===== config.mk =====
export PLATFORM = sky130hd
export DESIGN_NAME = rmq_sqrt_cell
export DESIGN_NICKNAME = d
export VERILOG_FILES = /design/src/sv/rmq_pkg.sv /design/src/sv/rmq_sqrt_cell.sv
export SDC_FILE = /design/constraint.sdc
export NUM_CORES = 1
export LEC_CHECK = 0
export BUFFER_PORTS_ARGS = -buffer_cell sky130_fd_sc_hd__buf_2
export CORE_MARGIN = 8
export CORE_UTILIZATION = 55
export CTS_CLUSTER_DIAMETER = 40
export CTS_CLUSTER_SIZE = 12
export DETAILED_ROUTE_END_ITERATION = 8
export PLACE_DENSITY = 0.86
export RECOVER_POWER = 100
export SLEW_MARGIN = 20
export SYNTH_ARGS = -nofsm -noshare
export SYNTH_HDL_FRONTEND = slang
export SYNTH_SLANG_ARGS = --single-unit
export TNS_END_PERCENT = 5

===== constraint.sdc =====
create_clock -name clock -period 6 [get_ports clock]
set_input_delay 0 -clock clock [delete_from_list [all_inputs] [get_ports clock]]
set_output_delay 0 -clock clock [all_outputs]
set_load 0.02 [all_outputs]

===== src/sv/rmq_pkg.sv =====
// Shared types, constants and helpers for the rotation-matrix-to-quaternion core.
`default_nettype none
package rmq_pkg;
   localparam int FRAC_BITS = 14;
   localparam int ELEM_W = 16;
   // Radicand r is at most 3*32767+ONE+... fits 19 bits unsigned; r << F fits 19+F bits.
   localparam int R_W = 19;
   localparam int RAD_W = R_W + FRAC_BITS;          // 33
   localparam int ROOT_W = (RAD_W + 1) / 2;         // 17
   localparam int SQ_STEPS = ROOT_W;                // one root bit per cell
   localparam int NUM_W = 18;                       // signed numerator width
   localparam int DIV_N_W = NUM_W - 1 + FRAC_BITS;  // magnitude << F, 31 bits
   localparam int DEN_W = ROOT_W + 1;               // S = 2 * root
   localparam int DIV_STEPS = DIV_N_W;              // one quotient bit per cell
   localparam int Q_W = DIV_N_W + 1;

   // Per-item payload carried along the chain.
   typedef struct packed {
      logic [1:0]                    big;
      logic [2:0][NUM_W-1:0]         num;   // the three non-big numerators, k order
      logic [RAD_W-1:0]              rem;   // square-root remainder
      logic [ROOT_W-1:0]             root;  // square-root partial result
   } sq_data_type;

   typedef struct packed {
      logic [1:0]                    big;
      logic [ROOT_W-1:0]             root;
      logic [2:0]                    neg;
      logic [2:0][DEN_W:0]           rem;   // partial remainders
      logic [2:0][DIV_N_W-1:0]       quo;   // quotient bits in, dividend bits out
   } dv_data_type;

   // Saturate a signed value to 16 bits.
   function automatic logic [ELEM_W-1:0] sat16(input logic signed [Q_W:0] v);
      logic [ELEM_W-1:0] r;
      if (v > $signed((Q_W+1)'(32767))) r = 16'h7FFF;
      else if (v < -$signed((Q_W+1)'(32768))) r = 16'h8000;
      else r = v[ELEM_W-1:0];
      return r;
   endfunction
endpackage
`default_nettype wire


===== src/sv/rmq_sqrt_cell.sv =====
// One stage of the restoring square root: resolves one root bit.
`default_nettype none
module rmq_sqrt_cell (
   input  wire                 clock,
   input  wire                 reset,
   input  wire                 en,
   input  wire                 valid_in,
   input  wire [4:0]           step,
   input  rmq_pkg::sq_data_type d_in,
   output logic                valid_ff,
   output rmq_pkg::sq_data_type d_ff
);
   // Digit-by-digit root; rem holds the radicand with consumed bits replaced by remainder.
   rmq_pkg::sq_data_type d_in_next;
   logic [rmq_pkg::RAD_W+1:0] trial;
   logic [rmq_pkg::RAD_W+1:0] cand;
   logic [rmq_pkg::RAD_W+1:0] shifted;
   always_comb begin
      d_in_next = d_in;
      // Candidate (4*root+1) placed at bit 2*step.
      cand = ({{(rmq_pkg::RAD_W+2-rmq_pkg::ROOT_W-2){1'b0}}, d_in.root, 2'b01})
             << (2 * step);
      shifted = {2'b00, d_in.rem};
      trial = shifted - cand;
      if (shifted >= cand) begin
         d_in_next.rem  = trial[rmq_pkg::RAD_W-1:0];
         d_in_next.root = {d_in.root[rmq_pkg::ROOT_W-2:0], 1'b1};
      end else begin
         d_in_next.root = {d_in.root[rmq_pkg::ROOT_W-2:0], 1'b0};
      end
   end
   always_ff @(posedge clock) begin
      if (reset) valid_ff <= 1'b0;
      else if (en) valid_ff <= valid_in;
      if (en) d_ff <= d_in_next;
   end
endmodule
`default_nettype wire


After elaboration in Yosys (flattened, before gate mapping)
Cells that the tools add are included.
{"block": "word_totals", "ff_bits": 107, "in_bits": 115}
{"block": "op_classes", "add_sub_neg": 1, "order_cmp": 1, "shift": 1, "mux": 2}
{"cell": ">= comparator 33 x 35 -> 1 bit", "n": 1}
{"cell": "<< shifter 19 x 6 -> 35 bit", "n": 1}
{"cell": "2-to-1 mux 33 bit", "n": 1}
{"cell": "subtractor 33 bit", "n": 1}
{"cell": "2-to-1 mux 1 bit", "n": 1}

Longest topological paths before layout
{"block": "depth", "depth_word": 3, "ltp_mapped": 22, "ltp_nobuf": 16}

Worst setup path after synthesis
OpenSTA, ideal clock, no wires.
{"block": "synth_timing", "kind": "input -> register", "from": "input step[1]", "to": "register d_ff[23] in the netlist's numbering, data pin", "setup_time_ns": 0.260, "arrival_ns": 3.771, "required_time_ns": 5.740, "path_slack_ns": 1.969, "cell_stages": 19, "path_buffers": 5, "cell_sequence": "buf_2 buf_1 clkbuf_1 nor2_1 mux2i_1 a22oi_1 o22ai_1 nand2b_1 ha_1 and4_4 nand3_4 nor4_4 a311oi_1 o21a_1 a41o_2 or2_1 buf_6 buf_12 mux2_4"}
{"element": "start: declaration", "line": "rmq_sqrt_cell.sv:8", "rtl": "input wire [4:0] step,"}
{"element": "end signal: assignment", "line": "rmq_sqrt_cell.sv:35", "rtl": "if (en) d_ff <= d_in_next;"}
{"element": "end: declaration", "line": "rmq_sqrt_cell.sv:11", "rtl": "output rmq_pkg::sq_data_type d_ff"}

==> impl_metrics.csv <==
group,metric,value,unit
run_status,outcome,"finished with violations",
run_status,violations,"capacitance limit, slew limit",
global_routing,top_usage_layer,"met2",
setup_path,critPathCaptureType,"flip-flop",
cells_and_area,ff_latch_area,0.00320,sq mm
route,drt_iter0_drc,625,
cells_and_area,stdcell_area,0.00879,sq mm
placed_design,dp_hpwl,15.7,mm
floorplan,core,0.0119,sq mm
route,avgRoutedWirePerCell,23.2,um
setup_path,reg2reg_slack,4.77,ns
floorplan,start_util,55.6,%
setup_path,reg2regPathDepth,3,
cells_and_area,fin_cells,1044,
floorplan,die-area,0.0158,sq mm
placed_design,dp.cells,930,
logic_synthesis,async_flop_share,0,%
sta,finalMaxSlewViolations,110,
floorplan,die_w,126,um
placed_design,routabilityCongestion,1.06,
power_and_ir_drop,pwr-share-comb,30.1,%
floorplan,rows,40,
global_routing,use_met3,7.59,%
sta,fmax,198,MHz
power_and_ir_drop,p_sw,0.734,mW
clocking,clk_pin_slew,0.07,ns
global_routing,grt_util_met2,51.5,%
setup_path,cp.arrival,5.14,ns
global_routing,use_met1,34.2,%
power_and_ir_drop,p_int,1.50,mW
cells_and_area,finish.utilization,73.8,%
power_and_ir_drop,seq_power_share,42.5,%
route,drc_errors,0,
clocking,cts_tree,"done",
logic_synthesis,ys_types,65,
route,ant_nets,0,
setup_path,timing.rr.start,"valid_ff",
power_and_ir_drop,ir_drop,0.123,mV
clocking,cts_buffer_depth,2,
logic_synthesis,netlist_area,0.00663,sq mm
logic_synthesis,yosysWarnings,0,
placed_design,port_buffers,221,
sta,skew,0,ns
sta,fin_tns_setup,0,ns
placed_design,placed_cell_area,0.00777,sq mm
cells_and_area,areaGrowthSynthToFinish,32.6,%
sta,slew-limit-headroom,-125,%
route,drt-total-wl,24.2,mm
setup_path,path_class,"primary input to flip-flop",
global_routing,antenna_found_initial,1,
global_routing,grt_pass1_wl,36.6,mm
setup_path,path_delay_family,"compound AO/OA/AOI/OAI gates",
logic_synthesis,synth_area_leader_cell,"edfxtp_1",
logic_synthesis,synth_edf_count,106,
logic_synthesis,synth_top_area_share,48.0,%
floorplan,io_pins,222,
hold_path,hp-class,"primary input to flip-flop",
power_and_ir_drop,power.leakage,3.40,nW
setup_path,worstPathCellList,"dlygate4sd3_1 > clkbuf_1 > mux2i_1 > nand2_1 > o21ai_0 > o21ai_0 > a22oi_1 > or2_2 > ha_1 > and3_1 > nand2_1 > nor4_4 > a311oi_1 > o21a_1 > a41o_1 > or2_1 > clkbuf_2 > mux2_2",
logic_synthesis,postSynthRegisterBits,107,
cells_and_area,drive_gt1_share,14.5,%
sta,rsz0062_at_grt,"false",
logic_synthesis,synth_most_common_cell,"edfxtp_1",
clocking,cts_max_level,3,
setup_path,cp_slowest_cell,"clkbuf_2",
setup_path,critPathRequiredTime,6.10,ns
global_routing,track_usage,29.4,%
setup_path,crit_start,"d_in[3]",
logic_synthesis,synth_ff_type,"edfxtp_1",
global_routing,overflow,0,
logic_synthesis,syn_inst,589,
setup_path,crit_fanout,33,
floorplan,die_h,126,um
sta,period_needed,5.04,ns
clocking,cts_buffers,9,
setup_path,max_stage_delay,0.68,ns
route,firstDrtPassIters,6,
clocking,cts.sink_count,107,
power_and_ir_drop,powerDensity,254,mW/mm^2
power_and_ir_drop,finalPower,2.23,mW
sta,worst_pin_slew,3.37,ns
sta,fin_crit_sh,84.0,%
sta,finalHoldViolCount,0,
power_and_ir_drop,pwr-share-clk,27.4,%
clocking,clockRootBuffer,"clkbuf_16",
logic_synthesis,avgSynthCellArea,11.3,sq um
route,detail_route.vias_per_cell,6.14,
cells_and_area,fill_cells,870,
setup_path,path_buf_inv,3,
logic_synthesis,syn_nets,737,
logic_synthesis,ys_top_cells_by_area,"edfxtp_1 48%, ha_1 6.2%, mux2_4 4.5%, o21ai_0 3.5%, a21oi_1 3.0%",
route,route.vias.total,6406,
setup_path,critical_path.endpoint,"d_ff[20]",
sta,setup_viol,0,
clocking,post-cts-setup-buffers,0,
clocking,clk_latency,0.35,ns
global_routing,grt_max_degree,66,
clocking,postCtsHoldBufs,98,
power_and_ir_drop,sw_frac_of_total,32.9,%
global_routing,first_global_vias,6302,
cells_and_area,nets,1040,
setup_path,crit_path_start_kind,"primary input",
clocking,cts_resized,0,
logic_synthesis,ys_seq_area_share,48.3,%
cells_and_area,multi_input_area,0.00313,sq mm
logic_synthesis,synthTopCellsByCount,"106 x edfxtp_1, 49 x nand2_1, 47 x o21ai_0",
setup_path,reg2reg_to,"valid_ff",
setup_path,cp.depth,18,
run,maxCapViolCount,2,
[cell usage in the layout, fill, tap and decap left out, types with 8 or more instances in the layout]
master	synthesis	routed
dlygate4sd3_1	0	98
clkbuf_1	16	140
mux2_1	0	20
and3_1	9	9
a21o_1	14	14
nand2b_1	13	13
inv_1	13	13
a21oi_1	40	40
xnor2_1	18	18
mux2_2	16	16
nand3_1	10	10
ha_1	33	33
nor2_1	33	33
nand4_1	8	8
o21ai_0	47	47
buf_2	5	83
or2_2	8	8
edfxtp_1	106	106
clkbuf_16	0	9
xor2_1	8	8
mux2i_1	16	16
nand2_1	49	49
[sequential cells by signal, summed over array words and instances, names as in the netlist]
| register | flops |
|---|---|
| d_ff | 106 |
| valid_ff | 1 |
[power groups by stage]
| stage | sequential [mW] | clock [mW] | combinational [mW] |
|---|---|---|---|
| 3_3_place_gp | 0.949 | 0 | 0.635 |
| 3_5_place_dp | 0.953 | 0 | 0.647 |
| 2_1_floorplan | 1.06 | 0 | 0.343 |
| 4_1_cts | 0.938 | 0.603 | 0.704 |
| 5_1_grt | 0.954 | 0.639 | 0.714 |
| 6_report | 0.949 | 0.613 | 0.672 |
[per-stage QoR]
stage	hold WS, ns	worst slack (ns)
after floorplan	0.0724	1.97
after global placement	0.156	1.48
after detailed placement	0.162	1.42
after CTS	0.000375	1.68
after global routing	0.00634	0.789
final	0.00115	0.962
[layer usage]
layer | share of wire [%] | wire (um)
met1 | 38 | 9220
met2 | 49 | 11900
met3 | 9.2 | 2220
met4 | 3.2 | 780
met5 | 0.050 | 12
[cell type report]
type / instances / area share [%]
sequential: 107 / 36.4
multi-input combinational: 439 / 35.6
timing repair buffer: 322 / 22.0
clock buffer: 10 / 2.61
tap: 147 / 2.09
clock inverter: 5 / 0.712
inverter: 13 / 0.555
antenna: 1 / 0.0285
[how the worst min path moves through the flow]
stage,startpoint,end,slack (ns),depth (start not counted)
2_1_floorplan,reset,valid_ff,0.07,1
3_3_place_gp,reset,valid_ff,0.16,2
3_5_place_dp,reset,valid_ff,0.16,2
4_1_cts,d_in[30],d_ff[30],0.0004,2
5_1_grt,d_in[30],d_ff[30],0.006,2
6_report,d_in[30],d_ff[30],0.001,2
[cell families (layout without fill, tap and decap cells)]
logic type      Yosys count  in the layout  synth area share [%]
flops                   107            107                  48.3
fa+ha+maj                33             33                  6.23
buf+inv                  43            350                  3.32
xor+xnor                 26             26                  3.44
other cells               0              1                     0
mux                      54             54                  10.3
simple gates            158            158                  12.2
compound gates          168            168                  16.2
Power figures use the tool's default switching activity.
