==> src/sv/rmq_pkg.sv <==
// Shared types, constants and helpers for the rotation-matrix-to-quaternion core.
`default_nettype none
package rmq_pkg;
   localparam int FRAC_BITS = 14;
   localparam int ELEM_W = 16;
   // Radicand r is at most 3*32767+ONE+... fits 19 bits unsigned; r << F fits 19+F bits.
   localparam int R_W = 19;
   localparam int RAD_W = R_W + FRAC_BITS;          // 33
   localparam int ROOT_W = (RAD_W + 1) / 2;         // 17
   localparam int SQ_STEPS = ROOT_W;                // one root bit per cell
   localparam int NUM_W = 18;                       // signed numerator width
   localparam int DIV_N_W = NUM_W - 1 + FRAC_BITS;  // magnitude << F, 31 bits
   localparam int DEN_W = ROOT_W + 1;               // S = 2 * root
   localparam int DIV_STEPS = DIV_N_W;              // one quotient bit per cell
   localparam int Q_W = DIV_N_W + 1;

   // Per-item payload carried along the chain.
   typedef struct packed {
      logic [1:0]                    big;
      logic [2:0][NUM_W-1:0]         num;   // the three non-big numerators, k order
      logic [RAD_W-1:0]              rem;   // square-root remainder
      logic [ROOT_W-1:0]             root;  // square-root partial result
   } sq_data_type;

   typedef struct packed {
      logic [1:0]                    big;
      logic [ROOT_W-1:0]             root;
      logic [2:0]                    neg;
      logic [2:0][DEN_W:0]           rem;   // partial remainders
      logic [2:0][DIV_N_W-1:0]       quo;   // quotient bits in, dividend bits out
   } dv_data_type;

   // Saturate a signed value to 16 bits.
   function automatic logic [ELEM_W-1:0] sat16(input logic signed [Q_W:0] v);
      logic [ELEM_W-1:0] r;
      if (v > $signed((Q_W+1)'(32767))) r = 16'h7FFF;
      else if (v < -$signed((Q_W+1)'(32768))) r = 16'h8000;
      else r = v[ELEM_W-1:0];
      return r;
   endfunction
endpackage
`default_nettype wire

==> src/sv/rmq_div_cell.sv <==
// One stage of three parallel restoring dividers: one quotient bit each.
`default_nettype none
module rmq_div_cell (
   input  wire                 clock,
   input  wire                 reset,
   input  wire                 en,
   input  wire                 valid_in,
   input  rmq_pkg::dv_data_type d_in,
   output logic                valid_ff,
   output rmq_pkg::dv_data_type d_ff
);
   rmq_pkg::dv_data_type d_in_next;
   logic [rmq_pkg::DEN_W:0] part;
   logic [rmq_pkg::DEN_W:0] den;
   always_comb begin
      d_in_next = d_in;
      den = {1'b0, d_in.root, 1'b0};
      for (int k = 0; k < 3; k++) begin
         // Shift in the next dividend bit, try to subtract the divisor.
         part = {d_in.rem[k][rmq_pkg::DEN_W-1:0], d_in.quo[k][rmq_pkg::DIV_N_W-1]};
         if (part >= den) begin
            d_in_next.rem[k] = part - den;
            d_in_next.quo[k] = {d_in.quo[k][rmq_pkg::DIV_N_W-2:0], 1'b1};
         end else begin
            d_in_next.rem[k] = part;
            d_in_next.quo[k] = {d_in.quo[k][rmq_pkg::DIV_N_W-2:0], 1'b0};
         end
      end
   end
   always_ff @(posedge clock) begin
      if (reset) valid_ff <= 1'b0;
      else if (en) valid_ff <= valid_in;
      if (en) d_ff <= d_in_next;
   end
endmodule
`default_nettype wire

==> config.mk <==
export PLATFORM = sky130hd
export DESIGN_NAME = rmq_div_cell
export DESIGN_NICKNAME = d
export VERILOG_FILES = /design/src/sv/rmq_pkg.sv /design/src/sv/rmq_div_cell.sv
export SDC_FILE = /design/constraint.sdc
export NUM_CORES = 1
export LEC_CHECK = 0
export ABC_AREA = 1
export CORE_AREA = 2 2 135 137
export CTS_CLUSTER_DIAMETER = 120
export DETAILED_ROUTE_END_ITERATION = 10
export DIE_AREA = 0 0 137 139
export DONT_BUFFER_PORTS = 1
export PLACE_DENSITY_LB_ADDON = 0.05
export SLEW_MARGIN = 10
export SYNTH_ARGS = -nofsm -noshare
export SYNTH_HDL_FRONTEND = slang
export SYNTH_SLANG_ARGS = --single-unit
==> constraint.sdc <==
create_clock -name clock -period 2.5 [get_ports clock]
set_input_delay 0.25 -clock clock [delete_from_list [all_inputs] [get_ports clock]]
set_output_delay 0.25 -clock clock [all_outputs]
set_load 0.005 [all_outputs]
After elaboration in Yosys (flattened, before gate mapping)
Index checks and enable logic that the tools add are counted.
Cells by class
  shifts and indexed selects: 0
  reductions and logical operators: 0
  muxes and demuxes: 6
  $mul: 0
  equal/unequal tests: 0
  div/mod/pow operators: 0
  bitwise logic cells: 0
  order comparisons: 3
  add/subtract/negate cells: 3
Operators with widths (count)
  19-bit by 18-bit greater-or-equal comparator with 1-bit output: 3
  19-bit two-way mux: 3
  19-bit by 18-bit subtractor with 19-bit output: 3
  1-bit two-way mux: 3
Word-level totals
  bits in read-only memories: 0
  bits in latches: 0
  input port bits: 176
  memories: 0
  register bits after elaboration: 173
  memory bits (writable): 0
  output and inout bits: 173
  word-level logic and storage cells: 22

Longest topological paths before layout
Gate-level depths: netlist of run 1.
  depth in word-level cells: 2
  depth in mapped cells: 14
  gate-level depth less buffers: 14

Worst setup path before layout of run 1
OpenSTA, ideal clock, no wires.
  path type: input to register
  from: in d_in[131] (netlist name)
  to: reg d_ff[148] (netlist name), data pin
  cell stages on the path: 13
  required time: 2.248 ns
  setup time: 0.252 ns
  data arrival time: 1.552 ns
  setup slack: 0.696 ns
  buffers on the path: 0
  cell sequence: inv_1 ha_1 fa_1 inv_1 nand3_1 nand3_1 nand2_1 nand2_1 nand2_1 nand3_1 nand2_1 nand2_1 nand2_1
RTL lines
  start: declaration: line rmq_div_cell.sv:8  | input rmq_pkg::dv_data_type d_in,
  end signal: assignment: line rmq_div_cell.sv:33  | if (en) d_ff <= d_in_next;
  end: declaration: line rmq_div_cell.sv:10  | output rmq_pkg::dv_data_type d_ff

==> flow_summary.json, run 1 <==
{
  "synth-seq-cells": 173,
  "vias": 7974,
  "max_freq_ghz": 0.571,
  "clock-root-buffer": "clkbuf_16",
  "drive_above_1_share_pct": 7.79,
  "fin_setup_tns_ps": 0,
  "p_leak_nw": 5.96,
  "dr.pass1.iters": 6,
  "setup_slack_ps": 749,
  "die_width_um": 137,
  "async_reset_ff_share_pct": 0,
  "path_max_fanout": 18,
  "path_class": "in -> reg",
  "grt_pass1_vias": 7706,
  "routed_wl_um": 30900,
  "syn_area_per_cell_um2": 8.72,
  "cellPowerDensity_mw_per_mm2": 644,
  "total_power_w": 0.00800,
  "r2r_cells": 3,
  "syn_to_final_growth_pct": 26.5,
  "regToRegEndpoint": "valid_ff$_SDFFE_PP0P_",
  "drtAntennaViolNets": 0,
  "die_h_um": 139,
  "synth_top_flop_cell": "edfxtp_1",
  "hold_violations": 0,
  "cts_buffers": 17,
  "worstReg2RegStart": "valid_ff$_SDFFE_PP0P_",
  "syn-num-nets": 1357,
  "clock_latency_ps": 440,
  "fin_hold_ws_ps": 6.15,
  "clock_path_buffers": 2,
  "antenna_found_initial": 5,
  "crit_end": "d_ff[113]$_DFFE_PP_",
  "post-place-cells": 1353,
  "clk_pin_slew_ps": 80,
  "required_ps": 2690,
  "report.final.setup_viol": 0,
  "grt_pass1_wl_um": 43600,
  "io_buffers": 0,
  "dp_slack_ps": 326,
  "fillCellCount": 1409,
  "yosysSeqAreaShare_pct": 52.8,
  "reg2reg_slack_ps": 1300,
  "layoutNonFillerInstCount": 1556,
  "worst_slew_pin_slew_ps": 426,
  "synth_top_area_share_pct": 52.6,
  "slew_violations": 0,
  "status": "completed",
  "num_rows": 49,
  "clkSinkCount": 173,
  "drt-vias-per-instance": 5.12,
  "htree_num_levels": 4,
  "startpoint_type": "primary input",
  "overflow": 0,
  "grt_use_total_pct": 31.2,
  "synthDistinctLibCells": 27,
  "syn_area_mm2": 0.00983,
  "synth_warnings": 0,
  "cts_tree": "built",
  "core_area_mm2": 0.0177,
  "cap_viol_max_count": 0,
  "relSlewSlack_pct": 71.6,
  "peakVddDrop_mv": 0.692,
  "start_util_pct": 55.7,
  "synth_area_leader_cell": "edfxtp_1",
  "drt_first_iter_violations": 495,
  "worstHoldPathType": "in -> reg",
  "finClkSkew_ps": 0,
  "synth_area_leaders": "edfxtp_1 53%, nand2_1 18%, inv_1 7.6%, ha_1 6.5%, nand3_1 2.3%",
  "synth_edf_count": 172,
  "yosys.cell_count.top_type": "nand2_1",
  "wl_per_cell_um": 19.8,
  "arrival_ps": 1940,
  "boundaryPins": 349,
  "syn-instance-count": 1127,
  "drc": 0,
  "place.gp.congestion": 0.900,
  "hpwl_um": 21600,
  "fin_crit_sh_pct": 70.0,
  "grt_max_degree": 174,
  "yosys-top-cells-count": "484 x nand2_1, 200 x inv_1, 172 x edfxtp_1, 51 x ha_1, 45 x nand3_1",
  "nets": 1539,
  "rsz0062_at_grt": "false",
  "cp-startpoint": "d_in[161]",
  "fin_crit_ps": 1750,
  "die_area_mm2": 0.0190,
  "cp-end-kind": "register"
}
==> registers in the layout, indices dropped and copies added (netlist names) <==
register / flops
d_ff: 172
valid_ff: 1
==> final cells by class <==
type,instances,area (µm²),share of cell area [%]
sequential,173,5180,41.7
tap,229,287,2.30
clock buffer,17,425,3.42
clock inverter,15,188,1.51
inverter,214,803,6.46
multi-input combinational,734,3760,30.3
antenna,5,12.5,0.101
timing repair buffer,169,1770,14.2
==> report_power, final <==
group	internal (W)	total (W)	switching [W]	leakage (nW)
Sequential	0.00356	0.00376	0.000205	1.69
Combinational	0.000585	0.00146	0.000872	3.97
Clock	0.00145	0.00278	0.00134	0.301
Total	0.00559	0.00800	0.00241	5.96
==> placed cells by master, fill, tap and decap left out, types with 17 or more instances in the layout <==
cell type      Yosys  layout
xor2_1            18      18
inv_1            200     200
a21oi_1           24      24
clkbuf_16          0      17
nor2_1            40      40
ha_1              51      51
nand2_1          484     484
dlygate4sd3_1      0     163
edfxtp_1         172     172
nand3_1           45      45
nand2_2           20      20
==> worst max-delay path: stages <==
cell	delay [ps]
inv_1	170
ha_1	330
nand2_2	100
inv_1	60
nand2_1	60
nand2_1	90
inv_2	80
nand2_1	50
nand2_1	130
nand4_4	320
nand2_1	200
nand2_1	80
==> per-layer routing <==
metal  share of wire [%]  vias to the layer above  GRT usage, %
met5                   0                        -             0
met4                 4.1                        0          15.0
met3                 8.9                       83          8.99
met2                  49                      369          52.5
met1                  38                     3616          36.3
li1                    -                     3906             -
==> repair_timing <==
action | 4_1_cts | 5_1_grt
setup buffers | 0 | 0
resized for setup | 0 | 0
hold buffers | 163 | 3
hold endpoints to repair | 334 | 60
==> cells by family after synthesis <==
kind of cell | synth area share (%)
and+or+nand+nor | 27.2
buffers and inverters | 8.94
DFF | 52.8
adders and majority gates | 7.10
AOI/OAI and AO/OA | 1.99
xor gates and xnor gates | 1.87
muxes | 0.102
==> per-stage QoR <==
step	cell area, µm²	utilization, %
final	12400	70.4
after detailed placement	10100	57.2
after CTS	12300	69.9
after global routing	12400	70.4
after floorplan	9830	-
after global placement	10100	57.2
==> worst min path at each step <==
stage,startpoint,to,slack [ps],cells after the start
6_report,d_in[133],d_ff[134]$_DFFE_PP_,6,2
5_1_grt,d_in[133],d_ff[134]$_DFFE_PP_,30,2
4_1_cts,en,d_ff[147]$_DFFE_PP_,-80,0
3_5_place_dp,reset,valid_ff$_SDFFE_PP0P_,330,1
3_3_place_gp,reset,valid_ff$_SDFFE_PP0P_,320,1
2_1_floorplan,reset,valid_ff$_SDFFE_PP0P_,320,1
No activity file was read; power rests on OpenSTA's default activity.
==> inputs of run 2 (changes only) <==
--- a/config.mk
+++ b/config.mk
@@ -5,11 +5,11 @@
 export SDC_FILE = /design/constraint.sdc
 export NUM_CORES = 1
 export LEC_CHECK = 0
-export ABC_AREA = 1
-export CORE_AREA = 2 2 135 137
+export ABC_AREA = 0
+export CORE_AREA = 2 2 137 139
 export CTS_CLUSTER_DIAMETER = 120
 export DETAILED_ROUTE_END_ITERATION = 10
-export DIE_AREA = 0 0 137 139
+export DIE_AREA = 0 0 139 141
 export DONT_BUFFER_PORTS = 1
 export PLACE_DENSITY_LB_ADDON = 0.05
 export SLEW_MARGIN = 10
==> constraint.sdc (replaced) <==
create_clock -name clock -period 1.5 [get_ports clock]
set_input_delay 0.15 -clock clock [delete_from_list [all_inputs] [get_ports clock]]
set_output_delay 0.15 -clock clock [all_outputs]
set_load 0.005 [all_outputs]
==> run 2 against run 1 <==
The flow now finishes with violations (hold timing, setup timing). Clock skew unchanged. Wire length down 7.7%. Critical path type unchanged. Global-route usage decreased by 3.1 points. Critical endpoint is now d_ff[97]$_DFFE_PP_. Sequential share of layout area down 3.4 points.
==> flow_summary.json, run 2 <==
{
  "status": "finished with violations",
  "violations": "hold timing, setup timing",
  "cts_tree": "built",
  "yosys-top-cells-count": "172 x edfxtp_1, 51 x ha_1, 45 x nor2_1, 43 x a21oi_1, 42 x inv_1",
  "fin_crit_sh_pct": 133,
  "regMostFlops": "d_ff",
  "nets": 1266,
  "synth_top_flop_cell": "edfxtp_1",
  "grtUsageMet1_pct": 32.2,
  "drt_first_iter_violations": 427,
  "cellPowerDensity_mw_per_mm2": 1030,
  "routed_wl_um": 28500,
  "fin_crit_ps": 1990,
  "grt_pass1_wl_um": 41700,
  "synth-compound-area-share_pct": 14.1,
  "min-delay-start": "en",
  "reg2reg_slack_ps": 350,
  "slowest_delay_ps": 300,
  "synth_edf_count": 172,
  "worstReg2RegStart": "valid_ff$_SDFFE_PP0P_",
  "post-place-cells": 1071,
  "grt_max_degree": 174,
  "met2_usage_pct": 50.0,
  "drt-vias-per-instance": 5.58,
  "final_cell_mix": "188 x buf_4, 172 x edfxtp_1, 162 x dlygate4sd3_1, 30 x nor2_1, 30 x ha_1",
  "fillCellCount": 1229,
  "clk_pin_slew_ps": 70,
  "grt_use_total_pct": 28.1,
  "path_max_fanout": 6,
  "async_reset_ff_share_pct": 0,
  "synthDistinctLibCells": 72,
  "top_regs": "d_ff: 172 flops, valid_ff: 1 flops",
  "core_area_mm2": 0.0183,
  "synth_area_leaders": "edfxtp_1 59%, ha_1 7.3%, mux2_2 2.7%, a21oi_1 2.5%, xnor2_1 2.0%",
  "path_class": "in -> reg",
  "required_ps": 1680,
  "hold_buffers": 162,
  "final_common_cell": "buf_4",
  "syn-num-nets": 889,
  "startpoint_type": "primary input",
  "drtAntennaViolNets": 0,
  "die_width_um": 139,
  "drive_above_1_share_pct": 35.3,
  "cap_viol_max_count": 0,
  "syn-instance-count": 659,
  "peakVddDrop_mv": 0.800,
  "syn_to_final_growth_pct": 55.5,
  "rsz0062_at_grt": "true",
  "cp_slowest_cell": "mux2_4",
  "grtUsageMet3_pct": 7.88,
  "synthAdderAreaFrac_pct": 8.02,
  "synth_top_family_by_area": "compound AO/OA/AOI/OAI gates",
  "worstHoldPathType": "in -> reg",
  "max_freq_ghz": 0.502,
  "arrival_ps": 2170,
  "yosysSeqAreaShare_pct": 59.5,
  "finClkSkew_ps": 0,
  "regToRegEndpoint": "valid_ff$_SDFFE_PP0P_",
  "crit_end": "d_ff[97]$_DFFE_PP_",
  "num_rows": 50,
  "grt_pass1_vias": 7456,
  "cp-end-kind": "register",
  "place.gp.congestion": 0.893,
  "boundaryPins": 349,
  "clkSinkCount": 173,
  "wl_per_cell_um": 22.2,
  "cp-startpoint": "d_in[163]",
  "synth-seq-cells": 173,
  "htree_num_levels": 4,
  "io_buffers": 0,
  "antenna_found_initial": 0,
  "yosys.area_share.xor_xnor_pct": 3.02,
  "total_power_w": 0.0140,
  "dr.pass1.iters": 5,
  "largest_reg_flops": 172,
  "syn_area_mm2": 0.00871,
  "report.final.setup_viol": 57,
  "r2r_cells": 3,
  "hpwl_um": 19500,
  "synth-simple-area-share_pct": 7.84,
  "die_area_mm2": 0.0196,
  "synth_area_leader_cell": "edfxtp_1",
  "syn_area_per_cell_um2": 13.2,
  "fin_hold_ws_ps": -171,
  "vias": 7165,
  "clock_latency_ps": 420,
  "slew_violations": 0,
  "cts_buffers": 17,
  "overflow": 0,
  "clock_path_buffers": 2,
  "p_leak_nw": 5.43,
  "start_util_pct": 47.7,
  "hold_violations": 41,
  "busiest_layer": "met2",
  "dp_slack_ps": -1160,
  "worst_slew_pin_slew_ps": 443,
  "clock-root-buffer": "clkbuf_16",
  "synth_warnings": 0,
  "worstPathCellList": "clkinvlp_4 > buf_6 > ha_4 > nand4_1 > buf_4 > nor4_4 > nor2_2 > a31oi_4 > buf_12 > mux2_4",
  "synth_top_area_share_pct": 59.3,
  "die_h_um": 141,
  "muxShareOfSynthArea_pct": 4.73,
  "setup_slack_ps": -492,
  "layoutNonFillerInstCount": 1283,
  "drc": 0,
  "yosys.cell_count.top_type": "edfxtp_1",
  "relSlewSlack_pct": 70.4
}
[run 2: cell families (layout without fill, tap and decap cells)]
| kind of cell | after synthesis | in the layout |
|---|---|---|
| AND/OR/NAND/NOR | 135 | 135 |
| flip-flops | 173 | 173 |
| XOR/XNOR | 30 | 30 |
| AO/OA/AOI/OAI | 176 | 176 |
| buffers and inverters | 56 | 445 |
| adder cells (fa/ha/maj) | 54 | 54 |
| other | 0 | 1 |
| multiplexers | 35 | 35 |
[run 2: layout make-up]
class	instances	area [µm²]	share of cell area, %
Antenna cell	1	2.50	0.0185
Clock inverter	14	154	1.14
Multi-Input combinational cell	430	3950	29.1
Sequential cell	173	5180	38.3
Timing Repair Buffer	371	3310	24.5
Tap cell	234	293	2.16
Inverter	43	226	1.67
Clock buffer	17	425	3.14
[run 2: timing repair]
action                                  CTS  global route
pin swaps                                22             2
cloned                                    0             1
gates resized for setup                  77            29
hold endpoints to repair                333           172
endpoints found under the setup margin   57            57
buffers inserted                         14             4
[run 2: power breakdown]
| group | total [W] | internal (W) | switching [W] |
|---|---|---|---|
| combinational | 0.00337 | 0.00192 | 0.00145 |
| clock | 0.00432 | 0.00222 | 0.00210 |
| sequential | 0.00628 | 0.00596 | 0.000320 |
[run 2: metal layers]
metal  wire [µm]  up-vias  share of wire (%)
met1       10900     3471                 38
met3        1830       56                6.4
li1            -     3319                  -
met4        1040        0                3.7
met2       14700      319                 52
met5           0        -                  0
[run 2: critical path: cells and delay by family]
kind	cells	cell delay (ps)
AOI/OAI and AO/OA	1	290
and+or+nand+nor	3	470
adders and majority gates	1	290
buffers and inverters	4	670
muxes	1	300
[run 2: worst min path at each step]
stage                                 end  cells past startpoint
floorplan           valid_ff$_SDFFE_PP0P_                      1
global placement    valid_ff$_SDFFE_PP0P_                      1
detailed placement  valid_ff$_SDFFE_PP0P_                      1
CTS                    d_ff[31]$_DFFE_PP_                      0
global route           d_ff[31]$_DFFE_PP_                      0
finish                 d_ff[31]$_DFFE_PP_                      0
[run 2: per-stage QoR]
step	utilization (%)	hold WS (ps)	setup TNS [ps]	area, µm²
after floorplan	-	222	-38600	9090
after global placement	58.6	225	-53550	10700
after detailed placement	58.6	227	-55410	10700
after CTS	73.2	-180	-20040	13400
after global routing	74.1	-190	-25470	13500
final	74.2	-171	-23220	13500
